<file path="src/rtl/core/r2q_div.sv">
// ----------------------------------------------------------------------------
// r2q_div
// Pipelined signed divider, one quotient bit per stage, truncating toward
// zero, saturating to 16 bits. Zero divisor: sign limit, or 0 for num 0.
// ----------------------------------------------------------------------------
module r2q_div #(
   parameter int NUM_W = 32,
   parameter int DEN_W = 20
) (
   input  logic                    clock,
   input  logic                    enable,
   input  logic signed [NUM_W-1:0] num,
   input  logic        [DEN_W-1:0] den,
   output logic signed [15:0]      quo
);

   logic [NUM_W-1:0] rem_ff [1:NUM_W];
   logic [NUM_W-1:0] mag_ff [1:NUM_W];
   logic [NUM_W-1:0] q_ff   [1:NUM_W];
   logic [DEN_W-1:0] den_ff [1:NUM_W];
   logic             neg_ff [1:NUM_W];
   logic             nz_ff  [1:NUM_W];

   for (genvar k = 0; k < NUM_W; k++) begin : g_stage
      logic [NUM_W-1:0] rem_prev;
      logic [NUM_W-1:0] mag_prev;
      logic [NUM_W-1:0] q_prev;
      logic [DEN_W-1:0] den_prev;
      logic             neg_prev;
      logic             nz_prev;
      logic [NUM_W:0]   part;
      logic [NUM_W-1:0] rem_in;
      logic [NUM_W-1:0] q_in;
      if (k == 0) begin : g_first
         assign rem_prev = '0;
         assign mag_prev = num[NUM_W-1] ? NUM_W'(-num) : NUM_W'(num);
         assign q_prev   = '0;
         assign den_prev = den;
         assign neg_prev = num[NUM_W-1];
         assign nz_prev  = (num != '0);
      end else begin : g_next
         assign rem_prev = rem_ff[k];
         assign mag_prev = mag_ff[k];
         assign q_prev   = q_ff[k];
         assign den_prev = den_ff[k];
         assign neg_prev = neg_ff[k];
         assign nz_prev  = nz_ff[k];
      end
      always_comb begin
         part   = {rem_prev, mag_prev[NUM_W-1]};
         q_in   = {q_prev[NUM_W-2:0], 1'b0};
         rem_in = part[NUM_W-1:0];
         if (den_prev != '0 && part >= (NUM_W+1)'(den_prev)) begin
            rem_in  = NUM_W'(part - (NUM_W+1)'(den_prev));
            q_in[0] = 1'b1;
         end
      end
      always_ff @(posedge clock) begin
         if (enable) begin
            rem_ff[k+1] <= rem_in;
            mag_ff[k+1] <= {mag_prev[NUM_W-2:0], 1'b0};
            q_ff[k+1]   <= q_in;
            den_ff[k+1] <= den_prev;
            neg_ff[k+1] <= neg_prev;
            nz_ff[k+1]  <= nz_prev;
         end
      end
   end

   always_comb begin
      if (den_ff[NUM_W] == '0) begin
         if (!nz_ff[NUM_W])      quo = 16'sd0;
         else if (neg_ff[NUM_W]) quo = -16'sd32768;
         else                    quo = 16'sd32767;
      end else if (neg_ff[NUM_W]) begin
         quo = (q_ff[NUM_W] > NUM_W'(32768)) ? -16'sd32768 : 16'(-q_ff[NUM_W]);
      end else begin
         quo = (q_ff[NUM_W] > NUM_W'(32767)) ? 16'sd32767 : 16'(q_ff[NUM_W]);
      end
   end

endmodule

</file>
<file path="config.mk">
export PLATFORM = sky130hd
export DESIGN_NAME = r2q_div
export DESIGN_NICKNAME = d
export VERILOG_FILES = /design/src/rtl/core/r2q_div.sv
export SDC_FILE = /design/constraint.sdc
export NUM_CORES = 2
export LEC_CHECK = 0
export BUFFER_PORTS_ARGS = -buffer_cell sky130_fd_sc_hd__buf_2
export CORE_ASPECT_RATIO = 1.4
export CORE_MARGIN = 2
export CORE_UTILIZATION = 55
export DETAILED_ROUTE_END_ITERATION = 6
export PLACE_DENSITY = 0.73
export REMOVE_ABC_BUFFERS = 1
export SYNTH_ARGS = -nofsm -noshare
export SYNTH_HDL_FRONTEND = slang
export SYNTH_SLANG_ARGS = --single-unit
export TNS_END_PERCENT = 100
</file>
<file path="constraint.sdc">
create_clock -name clock -period 4.7 [get_ports clock]
set_input_delay 0.47 -clock clock [delete_from_list [all_inputs] [get_ports clock]]
set_output_delay 0.47 -clock clock [all_outputs]
set_load 0.01 [all_outputs]
</file>
# Yosys cells after proc, flatten, opt, wreduce, memory -nomap -nowiden
# Memories as Yosys holds them, arrays and structs flattened.
# Cells that the tools add are included.
# word_totals
reg_bits	0
ramBits	3744
in_bits	54
output_inout_bits	16
elab_cells	213
memories	6
# classes
add_sub_neg	34
n_lt_le_gt_ge	34
mux	73
reduce_logical	66
# memory_table
name	depth	word_bits	read_ports	rd_ports_with_merged_regs	write_ports	line_no	rtl
q_ff	32	32	32	0	32	19	logic [NUM_W-1:0] q_ff [1:NUM_W];
rem_ff	32	32	31	0	32	17	logic [NUM_W-1:0] rem_ff [1:NUM_W];
mag_ff	32	31	31	0	32	18	logic [NUM_W-1:0] mag_ff [1:NUM_W];
den_ff	32	20	32	0	32	20	logic [DEN_W-1:0] den_ff [1:NUM_W];
neg_ff	32	1	32	0	32	21	logic neg_ff [1:NUM_W];
nz_ff	32	1	32	0	32	22	logic nz_ff [1:NUM_W];
# op_table
op	count
$mux 32	33
$ge 33x20->1	31
$sub 32x20->32	31
$reduce_bool 20->1	32
$mux 16	6
$mux 1	34
$gt 32x15->1 const B	1
$gt 32x16->1 const B	1
$logic_and 1x1->1	32
$neg 32->32	1
$reduce_bool 32->1	1
$sub 1x20->21	1
$ge 1x20->1	1
$logic_not 20->1	1
$neg 16->16	1

# Longest topological paths before layout
# logic_depth
word_depth	5
depth_mapped	14
depth_no_buf	14

# Least setup slack after synthesis
# Ideal clock, no wire load.
# synth_path
path_kind	input port to flip-flop
from	input num[5]
to	register, netlist name rem_ff[0][34]
setup_ps	278
t_arrival_ps	4209
t_required_ps	4422
slack_ps	213
path_stages	13
n_path_buf	1
path_cell_list	or4_4 -> or3_4 -> nor3_4 -> nand3_1 -> or4_4 -> or4_4 -> or4_4 -> ha_1 -> inv_1 -> clkbuf_1 -> ha_1 -> xor2_1 -> nor4_1
# synth_lines
element	line_no	rtl
start, declared	12	input logic signed [NUM_W-1:0] num,

==> results.txt <==
Fin crit period -> 4.52 ns
H-tree levels -> 5
Clk sink count -> 2,709
Worst Skew -> 0.0526 ns
Max_slew headroom -> 6.35%
Cells after synthesis -> 9,921
Leading cell types by count after synthesis -> 2,709 x edfxtp_1, 801 x inv_1, 717 x nand2_1
IO Pins -> 70
Met1 Use GR -> 30.0%
Full die area -> 238,000 sq um
Area leader, netlist -> edfxtp_1
Worst Max-Slew Pin Slew -> 1.39 ns
Top cells by area, synth -> edfxtp_1 63%, ha_1 6.1%, xnor2_1 3.1%, xor2_1 2.7%, inv_1 2.3%
Netlist cell types -> 85
Core Region -> 233,000 sq um
Vias in the first global route -> 79,100
Register area share after synthesis -> 63.1%
Pins Over Slew Limit -> 0
Worst-Skew Late Latency -> 0.87 ns
CTS tree -> built
Largest vdd supply drop -> 0.411 mV
# Max-Cap Violations -> 0
Final HPWL from detailed placement -> 221,000 um
Total grt overflow -> 0
Synth Warn # -> 0
Clk slew on worst S/H paths -> 0.06 ns
FP Rows -> 210
Critical Path RT -> 4.23 ns
Placed cell count -> 13,000
Share of layout cells above drive strength 1 -> 8.60%
Top-area cell type share of the netlist area -> 63.1%
Design Power -> 80.5 mW
GRT met3 Usage -> 3.27%
Crit-path max FO -> 7
IO Port Bufs -> 69
Cell Pwr Density -> 564 nW/um^2
Finished Layout Cells -> 13,500
Setup crit start kind -> flip-flop
EDFF count, synth -> 2,709
Tcrit/Tclk final -> 96.1%
Via Count -> 79,000
Critical path class -> reg2out
Root Buffer -> clkbuf_16
Main synth FF type -> edfxtp_1
Gr usage total -> 24.8%
CP endpoint kind -> output pin
Post-place setup slack -> 0.202 ns
Met2 Use GR -> 43.5%
Largest net degree at the start of global routing -> 153
Status -> completed
Unrepaired setup endpoints after global routing -> no
Fmax -> 221 MHz
Final WL -> 298,000 um
Syn-to-layout area delta -> 10.8%
Worst hold slack -> 0.0650 ns
Grt peak-use layer -> met2
Worst hold path type -> in2reg
Synth Cell Area -> 129,000 sq um
P_leak -> 53.6 nW
GPL Wtd Cong -> 0.939
Initial DRC Count -> 6,247
Crit path DAT -> 4.05 ns
TritonRoute pass-1 iters -> 6
Final Hold Viols -> 0
Initial Utilization -> 55.2%
Filler cell count -> 18,000
Ys async rst share -> 0%
Final setup viols -> 0
Nets@finish -> 11,000
Drt drc -> 0
Die height -> 577 um
CTS buffer count -> 273
Max Root-Sink Buffers -> 4
Final core occ -> 61.2%
Most common cell in the netlist -> edfxtp_1
Die width -> 413 um
Detailed-route wire length per cell -> 22.0 um
Post-route setup slack -> 0.182 ns
Post-route ant nets -> 0
Syn avg cell area -> 13.0 sq um
Initial antenna violation count -> 5
Synth Register Bits -> 2,709
Drt via density -> 5.84
First-pass GRT wire length -> 458,000 um
Reg2reg setup slack -> 0.67 ns
## critical path, cell delays in order, from the launching register on
cell	delay, ns
edfxtp_1	0.41
inv_1	0.08
ha_1	0.17
inv_1	0.06
or3_1	0.40
nor3_4	0.25
nand3_1	0.18
o41ai_1	0.29
nand2b_1	0.15
or2_2	0.36
inv_1	0.21
nand2_2	0.16
o311ai_0	0.31
buf_2	0.19
## final timing paths
check,endpoint,depth (start not counted),from
worst max-delay path,quo[2],13,q_ff[0][1024]$_DFFE_PP_
worst min-delay path,mag_ff[0][45]$_DFFE_PP_,2,num[14]
worst max register to register,rem_ff[0][767]$_DFFE_PP_,12,den_ff[0][451]$_DFFE_PP_
worst min register to register,mag_ff[0][644]$_DFFE_PP_,0,mag_ff[0][612]$_DFFE_PP_
## placed cells by master, fill, tap and decap left out, types with 42 or more instances in the layout
cell / n
or4_1: 49
clkbuf_16: 279
or2_2: 49
o21ai_0: 572
a21o_1: 295
nand2_1: 716
clkinv_1: 42
a31oi_1: 67
o31ai_1: 68
buf_2: 68
nor2b_1: 117
or3_1: 106
nor3_1: 215
nor2_1: 426
a21oi_1: 452
o21a_1: 79
nand4_1: 84
o21bai_1: 63
nor4_1: 267
clkinv_2: 43
edfxtp_1: 2709
xor2_1: 392
mux2_2: 218
xnor2_1: 460
ha_1: 624
and3_1: 60
inv_1: 801
nand3_1: 194
buf_4: 91
nand2b_1: 107
## final cells by class
class | instances | area, sq um | area share [%]
timing repair buffer | 218 | 1830 | 1.28
inverter | 804 | 3020 | 2.11
antenna | 10 | 25.0 | 0.0175
tap | 3074 | 3850 | 2.69
clock inverter | 150 | 1560 | 1.09
sequential | 2709 | 81300 | 57.0
clock buffer | 317 | 7120 | 4.99
multi-input combinational | 6250 | 44000 | 30.8
## registers in the layout, indices dropped and copies added, names as in the netlist
register	cells
rem_ff	981
den_ff	640
q_ff	528
mag_ff	496
neg_ff	32
nz_ff	32
## per-stage QoR
stage / setup TNS (ns) / area (sq um)
finish: 0 / 143000
global route: 0 / 143000
CTS: 0 / 143000
detailed placement: 0 / 134000
global placement: 0 / 134000
floorplan: -34.01 / 128000
## what timing repair did
| item | CTS | global route |
|---|---|---|
| gates resized for setup | 2 | 7 |
| cloned | 0 | 0 |
| pin swaps | 0 | 1 |
| hold buffers | 37 | 0 |
| hold endpoints to repair | 38 | 0 |
| setup buffers | 1 | 2 |
| endpoints found under the setup margin | 11 | 6 |
## power by group
part           switching [mW]  total, mW  internal, mW
clock network            9.01       21.3          12.3
logic                    13.1       23.5          10.3
registers                3.30       35.6          32.3
## cell families after synthesis
family / Yosys count / share of synthesized area, %
xor gates and xnor gates: 852 / 5.79
muxes: 245 / 2.12
adders and majority gates: 654 / 6.53
and+or+nand+nor: 2549 / 10.0
DFF: 2709 / 63.1
buffers and inverters: 962 / 2.81
AOI/OAI and AO/OA: 1950 / 9.58
## layer usage
metal	vias to the layer above	share of wire (%)
met5	-	0
met4	0	5.4
met3	608	4.2
met2	1979	51
met1	38700	40
li1	37800	-
Power figures use the tool's default switching activity.
