**config.mk**
```make
export PLATFORM = sky130hd
export DESIGN_NAME = r2q_sqrt
export DESIGN_NICKNAME = d
export VERILOG_FILES = /design/src/rtl/core/r2q_sqrt.sv
export SDC_FILE = /design/constraint.sdc
export NUM_CORES = 1
export LEC_CHECK = 0
export ABC_CLOCK_PERIOD_IN_PS = 4100
export BUFFER_PORTS_ARGS = -buffer_cell sky130_fd_sc_hd__buf_2
export CORE_AREA = 2 2 291 264
export CTS_CLUSTER_DIAMETER = 100
export DETAILED_ROUTE_END_ITERATION = 6
export DIE_AREA = 0 0 293 266
export PLACE_DENSITY = 0.71
export SLEW_MARGIN = 20
export SYNTH_ARGS = -nofsm -noshare
export SYNTH_HDL_FRONTEND = slang
export SYNTH_SLANG_ARGS = --single-unit
export TNS_END_PERCENT = 20
```
**constraint.sdc**
```tcl
create_clock -name clock -period 4.1 [get_ports clock]
set_clock_uncertainty 0.05 [all_clocks]
set_input_delay 0.82 -clock clock [delete_from_list [all_inputs] [get_ports clock]]
set_output_delay 0.82 -clock clock [all_outputs]
set_load 0.03 [all_outputs]
```
**src/rtl/core/r2q_sqrt.sv**
```systemverilog
// ----------------------------------------------------------------------------
// r2q_sqrt
// Pipelined integer square root, one result bit per stage.
// ----------------------------------------------------------------------------
module r2q_sqrt #(
   parameter int IN_W  = 32,
   parameter int RES_W = 16,
   parameter int SIDE_W = 8
) (
   input  logic              clock,
   input  logic              enable,
   input  logic [IN_W-1:0]   arg,
   input  logic [SIDE_W-1:0] side_in,
   output logic [RES_W-1:0]  root,
   output logic [SIDE_W-1:0] side_out
);

   localparam int AW = 2 * RES_W;

   logic [AW-1:0]     rem_ff  [1:RES_W];
   logic [AW-1:0]     val_ff  [1:RES_W];
   logic [RES_W-1:0]  res_ff  [1:RES_W];
   logic [SIDE_W-1:0] side_ff [1:RES_W];

   // Stage k decides result bit RES_W-1-k by restoring subtraction.
   for (genvar k = 0; k < RES_W; k++) begin : g_stage
      logic [AW-1:0]     rem_prev;
      logic [AW-1:0]     val_prev;
      logic [RES_W-1:0]  res_prev;
      logic [SIDE_W-1:0] side_prev;
      logic [AW-1:0]     rem_in;
      logic [AW-1:0]     trial;
      logic [RES_W-1:0]  res_in;
      if (k == 0) begin : g_first
         assign rem_prev  = '0;
         assign val_prev  = AW'(arg);
         assign res_prev  = '0;
         assign side_prev = side_in;
      end else begin : g_next
         assign rem_prev  = rem_ff[k];
         assign val_prev  = val_ff[k];
         assign res_prev  = res_ff[k];
         assign side_prev = side_ff[k];
      end
      always_comb begin
         rem_in = {rem_prev[AW-3:0], val_prev[AW-1:AW-2]};
         trial  = AW'({res_prev, 2'b01});
         res_in = {res_prev[RES_W-2:0], 1'b0};
         if (rem_in >= trial) begin
            rem_in = rem_in - trial;
            res_in[0] = 1'b1;
         end
      end
      always_ff @(posedge clock) begin
         if (enable) begin
            rem_ff[k+1]  <= rem_in;
            val_ff[k+1]  <= {val_prev[AW-3:0], 2'b00};
            res_ff[k+1]  <= res_in;
            side_ff[k+1] <= side_prev;
         end
      end
   end

   assign root     = res_ff[RES_W];
   assign side_out = side_ff[RES_W];

endmodule

```
# Word level (Yosys, flattened, before mapping)
# Memories as Yosys holds them, arrays and structs flattened.
# Index checks and enable logic that the tools add are counted.
[classes] mux=34 addsub=16 magnitude_cmp=16
[op_table] op="2-to-1 mux 32 bit" count=16
[op_table] op=">= comparator 32 x 18 -> 1 bit" count=15
[op_table] op="subtractor 32 x 18 -> 32 bit" count=15
[op_table] op="2-to-1 mux 1 bit" count=18
[op_table] op="subtractor 2 x 1 -> 3 bit, second input constant" count=1
[op_table] op=">= comparator 2 x 1 -> 1 bit, second input constant" count=1
[word_totals] mem_count=4 in_bits=42 out_inout_bits=24 ram_bits=1376 word_cells=70 reg_bits=0
[memory_table] name="rem_ff" depth=16 word_bits=32 rd=15 rd_clocked_by_memory_dff=0 write_ports=16 line_no="20" text="logic [AW-1:0] rem_ff [1:RES_W];"
[memory_table] name="val_ff" depth=16 word_bits=30 rd=15 rd_clocked_by_memory_dff=0 write_ports=16 line_no="21" text="logic [AW-1:0] val_ff [1:RES_W];"
[memory_table] name="res_ff" depth=16 word_bits=16 rd=16 rd_clocked_by_memory_dff=0 write_ports=16 line_no="22" text="logic [RES_W-1:0] res_ff [1:RES_W];"
[memory_table] name="side_ff" depth=16 word_bits=8 rd=16 rd_clocked_by_memory_dff=0 write_ports=16 line_no="23" text="logic [SIDE_W-1:0] side_ff [1:RES_W];"

# Logic depth before layout (Yosys ltp)
# An unclocked memory read counts as a cell.
[depth] depth_word=3 mapped_depth=12 depth_no_buf=11

# Worst setup path before layout
# No wires, ideal clock.
[synth_path] kind="register -> register" startpoint="reg rem_ff[0][164] (netlist name)" endpoint="reg rem_ff[0][214] (netlist name)" path_buffers=2 period_less_slack_ns=2.833 t_arrival_ns=2.525 path_stages_with_launch=10 slack_ns=1.267 path_cell_list="edfxtp_1 ha_1 nor3_1 nand2b_1 or4_1 clkbuf_1 or3_1 clkbuf_1 or3_1 xnor2_1"

==> parameters.txt <==
Parameter                              Value

Logic synthesis
  Synthesized area per cell ... 13.7 um2
  Flip-flop and latch count after synthesis ... 912
  Post-synthesis simple-gate area fraction ... 12.0%
  Part of the Yosys area used for sequential elements ... 67.1%
  Synth Flop Type ... edfxtp_1
  Cell area after synthesis ... 40800 um2
  Post-synthesis compound-gate area fraction ... 6.40%
  Post-synthesis share of cell area spent on full adders, half adders and majority gates ... 4.72%
  Netlist cell types ... 84
  Multiplexer share of the synthesized area ... 0.641%
  EDFF count, synth ... 912
  Xor and xnor area share after synthesis ... 6.96%
  Mapped Nets ... 3178
  Area share of the largest cell type after synthesis ... 67.1%
  Number of instances in the synthesized netlist ... 2982
  Count leader, synth ... edfxtp_1
  Number of warning messages in the yosys log ... 0
  Largest family of logic cells by synthesized area ... simple AND/OR/NAND/NOR gates
  Most area-consuming cells after synthesis ... edfxtp_1 67%, ha_1 4.7%, xor2_1 3.6%, xnor2_1 3.3%, nor2_1 2.0%
  Ys async rst share ... 0%
  Dominant cell type by area after synthesis ... edfxtp_1
  Commonest cells post-synth ... 912 x edfxtp_1, 219 x nor2_1, 177 x inv_1

STA
  Worst hold slack across all endpoints ... 0.278 ns
  Tightest slew margin relative to the limit ... 38.2%
  Setup total negative slack ... 0 ns
  Pin slew with the least headroom to its limit ... 0.926 ns
  Finish-stage setup viols ... 0
  RSZ-0062 raised after global routing ... false
  Final count of pins violating max slew ... 0
  Share of the clock period used by the worst path after layout ... 86.5%
  Max Clock Freq ... 282 MHz
  Min Tclk post-route ... 3.55 ns
  Final hold vios ... 0

Final layout
  Filler-free cell count of the finished design ... 4186
  NumNets Final ... 3325
  Share of final-layout standard cells stronger than drive strength 1 ... 9.30%
  Antenna diodes ... 0
  Syn-to-layout area delta ... 11.5%

Floorplan
  Number of primary I/O pins ... 66
  Initial Utilization ... 54.2%
  Site Rows ... 96
  Area of the placeable core ... 75300 um2
  Die footprint ... 77900 um2
  Chip Height ... 266 um
  Overall die width ... 293 um

Route
  Total wire length ... 72500 um
  Vias after detailed routing ... 23700
  # DRC ... 0
  Pre-Repair DR Iteration Count ... 6
  Average wire per standard cell ... 17.3 um
  Number of DRC markers after the initial detailed-route iteration ... 1758
  DR vias/cell ... 5.67
  Post-route ant nets ... 0

Setup path
  Startpoint kind of the worst setup timing path ... flip-flop
  Crit-path max FO ... 17
  Critical path endpoint category ... flip-flop
  Arr. time, crit path ... 3.85 ns
  Critical Setup Path Class ... reg2reg
  Required @ worst endpoint ... 4.40 ns

Power
  VDD IR-drop max ... 0.380 mV
  Power per unit of standard cell area ... 498 nW/um2
  Reported leakage power ... 0.0167 uW

Clock tree
  Inserted Clock Buffers ... 93
  Sink Count ... 912
  Post-cts resize count ... 0
  Hold buffers post-CTS ... 0
  Post-CTS Repair Setup Buffers ... 0
  Clk slew on worst S/H paths ... 0.06 ns
  Clk buf depth ... 3
  TritonCTS clock tree ... done
  Total number of H-tree levels ... 3
  Clock latency of the later-clocked register in the worst-skew pair ... 0.66 ns
  Clock root buffer ... clkbuf_16

Placement
  Routability Congestion ... 0.913
  Detailed placement HPWL ... 51200 um
  Port bufs ... 65
  Dpl cells ... 4014

GRT
  Global-route wire length before repair ... 118000 um
  GR met3 Demand/Resource ... 2.81%
  Number of antenna violations at the first check in global routing ... 0
  Pin count of the biggest net entering global routing ... 101
  Global-route usage over all layers ... 18.8%
  GR met2 Demand/Resource ... 31.2%
  M1 GR Usage ... 25.0%
  Global-route congestion overflow total ... 0
  Global-route layer with the greatest usage ... met2
  Vias in the first global route ... 23800

Job
  Max-cap violations ... 0

Hold path
  Min-Delay Path Class ... in2reg

Outcome
  Status ... finished clean
power breakdown:
group	leakage, uW	total, uW	internal, uW	switching [uW]
clock network	0.00147	8210	4720	3480
logic	0.00648	2580	1050	1530
registers	0.00878	11900	11300	539
layout by cell type (no fill, tap or decap), types with 8 or more instances in the layout:
master and n:
buf_2 64, bufinv_16 8, ha_1 154, clkinv_2 22, nor2b_1 23, nand2_1 173, and2_1 11, o21a_1 28
clkinv_1 17, o211ai_1 10, o21ai_0 106, xor2_1 169, nand3b_1 18, a21oi_1 135, a21o_1 36, o21bai_1 9
nand4b_1 10, nor2_1 219, edfxtp_1 912, a211oi_1 15, clkbuf_1 24, nand4_1 53, nand3_1 51, nor4_1 74
nor3_1 99, clkbuf_16 93, nand2b_1 38, or4_1 25, buf_4 27, or2_2 13, and3_1 8, o31ai_1 22
a31oi_1 11, mux2_2 17, or3_1 54, inv_1 177, xnor2_1 155
worst max-delay path, cell delays in order, from the launching register on:
cell and delay (ns):
edfxtp_1 0.39, ha_1 0.38, nor2b_1 0.18, o31a_1 0.27
o21ai_0 0.54, o211a_1 0.51, inv_2 0.25, nand4_2 0.25
and4bb_2 0.26, xor2_1 0.14
routing by layer:
layer / vias to the layer above / share of wire, %
met5: - / 0
met4: 0 / 3.4
met3: 175 / 4.6
met2: 637 / 48
met1: 11400 / 44
li1: 11500 / -
state kept, by name, indices dropped and copies added, names as in the netlist:
signal and count:
val_ff 240, rem_ff 408, res_ff 136, side_ff 128
layout make-up:
cell class	instances	area, um2
flip-flops and latches	912	27400
well taps	980	1230
fillers	5658	29800
clock buffers	117	2420
repair buffers	99	678
multi-input cells	1844	12500
clock inverters	55	584
inverters	179	672
cells by family (layout without fill, tap and decap cells):
family,Yosys count,after routing
other,1,1
AND/OR/NAND/NOR,919,919
flip-flops,912,912
adder cells (fa/ha/maj),154,154
buffers and inverters,226,450
XOR/XNOR,324,324
multiplexers,24,24
AO/OA/AOI/OAI,422,422
per-stage QoR:
| step | instance area [um2] | util, % | power [uW] | setup WS (ns) |
|---|---|---|---|---|
| final | 45500 | 60.4 | 22600 | 0.553 |
| after global routing | 45500 | 60.4 | 23600 | 0.360 |
| after CTS | 45500 | 60.4 | 22900 | 0.626 |
| after detailed placement | 42500 | 56.4 | 14600 | 0.643 |
| after global placement | 42500 | 56.4 | 14500 | 0.792 |
| after floorplan | 40800 | - | 13700 | 1.27 |
final timing paths:
kind / startpoint / endpoint / slack [ns] / depth (start not counted)
setup / recovery: rem_ff[0][320]$_DFFE_PP_ / rem_ff[0][373]$_DFFE_PP_ / 0.55 / 9
hold / removal: arg[29] / val_ff[0][59]$_DFFE_PP_ / 0.28 / 1
setup reg to reg: rem_ff[0][320]$_DFFE_PP_ / rem_ff[0][373]$_DFFE_PP_ / 0.55 / 9
hold reg to reg: val_ff[0][265]$_DFFE_PP_ / val_ff[0][297]$_DFFE_PP_ / 0.36 / 0
No activity file was read; power rests on OpenSTA's default activity.
